==> src/hdl/ehs_dly.sv <==
// enable-gated delay line of fixed depth
`timescale 1ns / 1ps

module ehs_dly #(
    parameter int W = 48,
    parameter int D = 1
) (
    input  logic         i_clk,
    input  logic         i_en,
    input  logic [W-1:0] i_d,
    output logic [W-1:0] o_q
);

    generate
        if (D == 0) begin : g_none
            assign o_q = i_d;
        end else begin : g_sh
            logic [W-1:0] r_sh [D];
            always_ff @(posedge i_clk) begin
                if (i_en) begin
                    r_sh[0] <= i_d;
                    for (int k = 1; k < D; k++) begin
                        r_sh[k] <= r_sh[k-1];
                    end
                end
            end
            assign o_q = r_sh[D-1];
        end
    endgenerate

endmodule

==> config.mk <==
export PLATFORM = sky130hd
export DESIGN_NAME = ehs_dly
export DESIGN_NICKNAME = d
export VERILOG_FILES = /design/src/hdl/ehs_dly.sv
export SDC_FILE = /design/constraint.sdc
export NUM_CORES = 1
export LEC_CHECK = 0
export BUFFER_PORTS_ARGS = -buffer_cell sky130_fd_sc_hd__buf_2
export CORE_UTILIZATION = 42
export CTS_BUF_LIST = sky130_fd_sc_hd__clkbuf_2 sky130_fd_sc_hd__clkbuf_4 sky130_fd_sc_hd__clkbuf_8
export DETAILED_ROUTE_END_ITERATION = 8
export PLACE_DENSITY = 0.81
export SETUP_SLACK_MARGIN = 0.5
export SYNTH_ARGS = -nofsm -noshare
export SYNTH_HDL_FRONTEND = slang
export SYNTH_SLANG_ARGS = --single-unit
==> constraint.sdc <==
create_clock -name i_clk -period 0.8 [get_ports i_clk]
set_clock_uncertainty 0.1 [all_clocks]
set_input_delay 0.16 -clock i_clk [delete_from_list [all_inputs] [get_ports i_clk]]
set_output_delay 0.16 -clock i_clk [all_outputs]
set_load 0.005 [all_outputs]
## After elaboration in Yosys (flattened, before gate mapping)

Memories as Yosys holds them, arrays and structs flattened.
Cells that the tools add are included.

- Bits in registers: 0
- RAM bits: 48
- Output and inout bits: 48
- Word-level logic and storage cells: 3
- Memories kept: 1

- Muxes and demuxes: 2

Memories:

| memory | depth | width | read ports | clocked after memory_dff | wr ports | line | text |
|---|---|---|---|---|---|---|---|
| g_sh.r_sh | 1 | 48 | 1 | 0 | 1 | 18 | `logic [W-1:0] r_sh [D];` |

Operator list:

| cell | count |
|---|---|
| $mux 1 | 2 |

## Longest topological paths before layout

- Depth in word-level cells: 2
- Mapped depth: 0
- Depth with buffers taken out: 0

## Worst setup path after synthesis

OpenSTA, ideal clock, no wires.

- Path kind: register to output
- Start point: memory g_sh.r_sh[0][0]
- End point: output o_q[0]
- Arrival: 0.355 ns
- Data required time: 0.540 ns
- Setup slack: 0.185 ns
- Cell stages (with the launch flop): 1
- Buffers on the path: 0
- Path through: edfxtp_1

- Longest elaborated chain between the ends: 1

Ends and longest elaborated chain:

| what | line | text |
|---|---|---|
| start: declaration | 18 |  |
| $mem_v2 1x48 | - |  |
| end: declaration | 11 | `output logic [W-1:0] o_q` |

Every way passes these cells.

## Worst setup path after layout

- Start point: memory g_sh.r_sh[0][10]
- End point: output o_q[10]

The elaborated chain is that of the path after synthesis.

==> metrics.txt <==
status complete, but fails checks; failing checks hold timing, setup timing; Netlist cell types 1; Die X 60.6 µm; post-synth top area cell edfxtp_1; count leader, synth edfxtp_1; Final ANT Viol Nets 0; antenna violations before repair 0; Hold WS -0.125 ns; Critical path buffers and inverters 1; Post-synth top flop edfxtp_1; initial core utilization 45.7%; min cycle time layout 1.19 ns; Finish-stage setup viols 48; max_cap viols 0; pwr/cell area 2000 nW/µm²; gpl congestion 0.615; Layout Nets ~220; Regs by FF count g_sh.r_sh (48); number of global-route vias before repair 1,020; CP Data Required Time 0.54 ns; Syn-to-layout area delta 62.6%; total track usage 18.9%; Root Buffer clkbuf_4; Post-Route WL 3540 µm; core area 3150 µm²; worst setup margin -0.389 ns; sequential area share after synthesis 100%; die height 60.6 µm; Worst Setup End Kind output pin; multi-input logic cell count 0; Crit Path Class reg2out; DP Area about 2000 µm²; fin area 2340 µm²; Clock Sinks 48; Mapped Cells between 40 and 50; syn_nets 98; share of the synthesized area in the top cell type 100%; Slew @ Worst Pin 0.141 ns; Final Cycle Share 149%; top post-synthesis cells by area edfxtp_1; RSZ-0062 raised after global routing true; leakage 1.02 nW; wire per inst between 15 and 20 µm; largest net degree at the start of global routing 15; FP Rows 20; drt drc 0; Worst VDD drop roughly 1.5 mV; Storage cell area 1440 µm²; crit path max fanout 1; CTS tree done; Worst slew margin between 90% and 100%; synthesized area 1440 µm²; Max Freq 841 MHz; htree depth 2; Post-Syn Area per Cell 30.0 µm²; number of fill cells between 200 and 250; first-pass GRT wire length about 4700 µm; Yosys reg bits 48; CTS clock-pin slew for the worst setup and hold paths about 0.14 ns; diode count 0; register name with the most flops g_sh.r_sh; Max Transition Viols Final 0; via count 937; CP arrival 0.93 ns; Clock Tree Buf Depth 2; EDFF count, synth 48; hold violation count in the final report 48; Die Area 3670 µm²; worst path cell trace buf_2; Multi-input gate area 0 µm²; Max stage delay on crit path about 0.43 ns; pre-CTS setup slack -0.107 ns; crit-path leading delay family flip-flops; fraction of layout cells with a size suffix above 1 70.7%; commonest cells in the netlist edfxtp_1; hold crit path type in2reg; global route overflow 0; CTS buffer count 5; Largest register FFs 48; CP max stage cell edfxtp_1; fin util 74.3%; Post-synth ARST share 0%; # port buffers 97; drt pass-1 iters 4; DR iter-0 viols 29; Yosys Warn Count 0; DR vias/cell around 4.4; startpoint types register; I/O Pins 98
==> power by group <==
part           switching [mW]  internal [mW]  total, mW  leakage, nW
clock                   0.719          0.370       1.09       0.0293
sequential             0.0522           2.98       3.04        0.470
combinational           0.220          0.349      0.569        0.525
==> cell families (layout without fill, tap and decap cells) <==
group / count (synthesis) / after routing / share of synthesized area, %
flops: 48 / 48 / 100
buf+inv: 0 / 119 / 0
==> repair_timing <==
| item | CTS | global route |
|---|---|---|
| resized for setup | 14 | 0 |
| setup endpoints to repair | 96 | 96 |
| endpoints found under the hold margin | 48 | 48 |
| gates cloned | 6 | 0 |
| buffers inserted | 5 | 1 |
==> metrics by stage <==
step	cells	total power, mW	TNS [ns]
detailed placement	191	3.49	-4.97
global route	211	4.85	-17.68
global placement	191	3.47	-3.88
finish	211	4.69	-15.52
floorplan	48	3.12	0
CTS	210	4.65	-15.45
==> cells in the final DEF (no fill, tap or decap) <==
cell        netlist  routed
buf_2             0      96
edfxtp_1         48      48
clkbuf_4          0       6
buf_16            0       6
buf_12            0       5
buf_6             0       4
clkinv_1          0       1
clkinvlp_4        0       1
==> layout make-up <==
type                    count  share of cell area, %
flip-flops and latches     48                   61.5
repair buffers            111                   33.7
clock inverters             2                  0.481
well taps                  44                   2.35
clock buffers               6                   1.92
==> routing by layer <==
metal	vias up	global-route usage, %	wire, µm
met5	-	0	0
met4	0	11.7	36
met3	6	5.97	258
met2	57	33.6	2000
met1	444	19.2	1240
li1	430	-	-
==> worst paths after layout <==
check                                       from                    endpoint  slack (ns)  cells past startpoint
worst max-delay path  g_sh.r_sh[0][10]$_DFFE_PP_                     o_q[10]       -0.39                      1
worst min-delay path                     i_d[26]  g_sh.r_sh[0][26]$_DFFE_PP_       -0.13                      1
No activity file was read; power rests on OpenSTA's default activity.
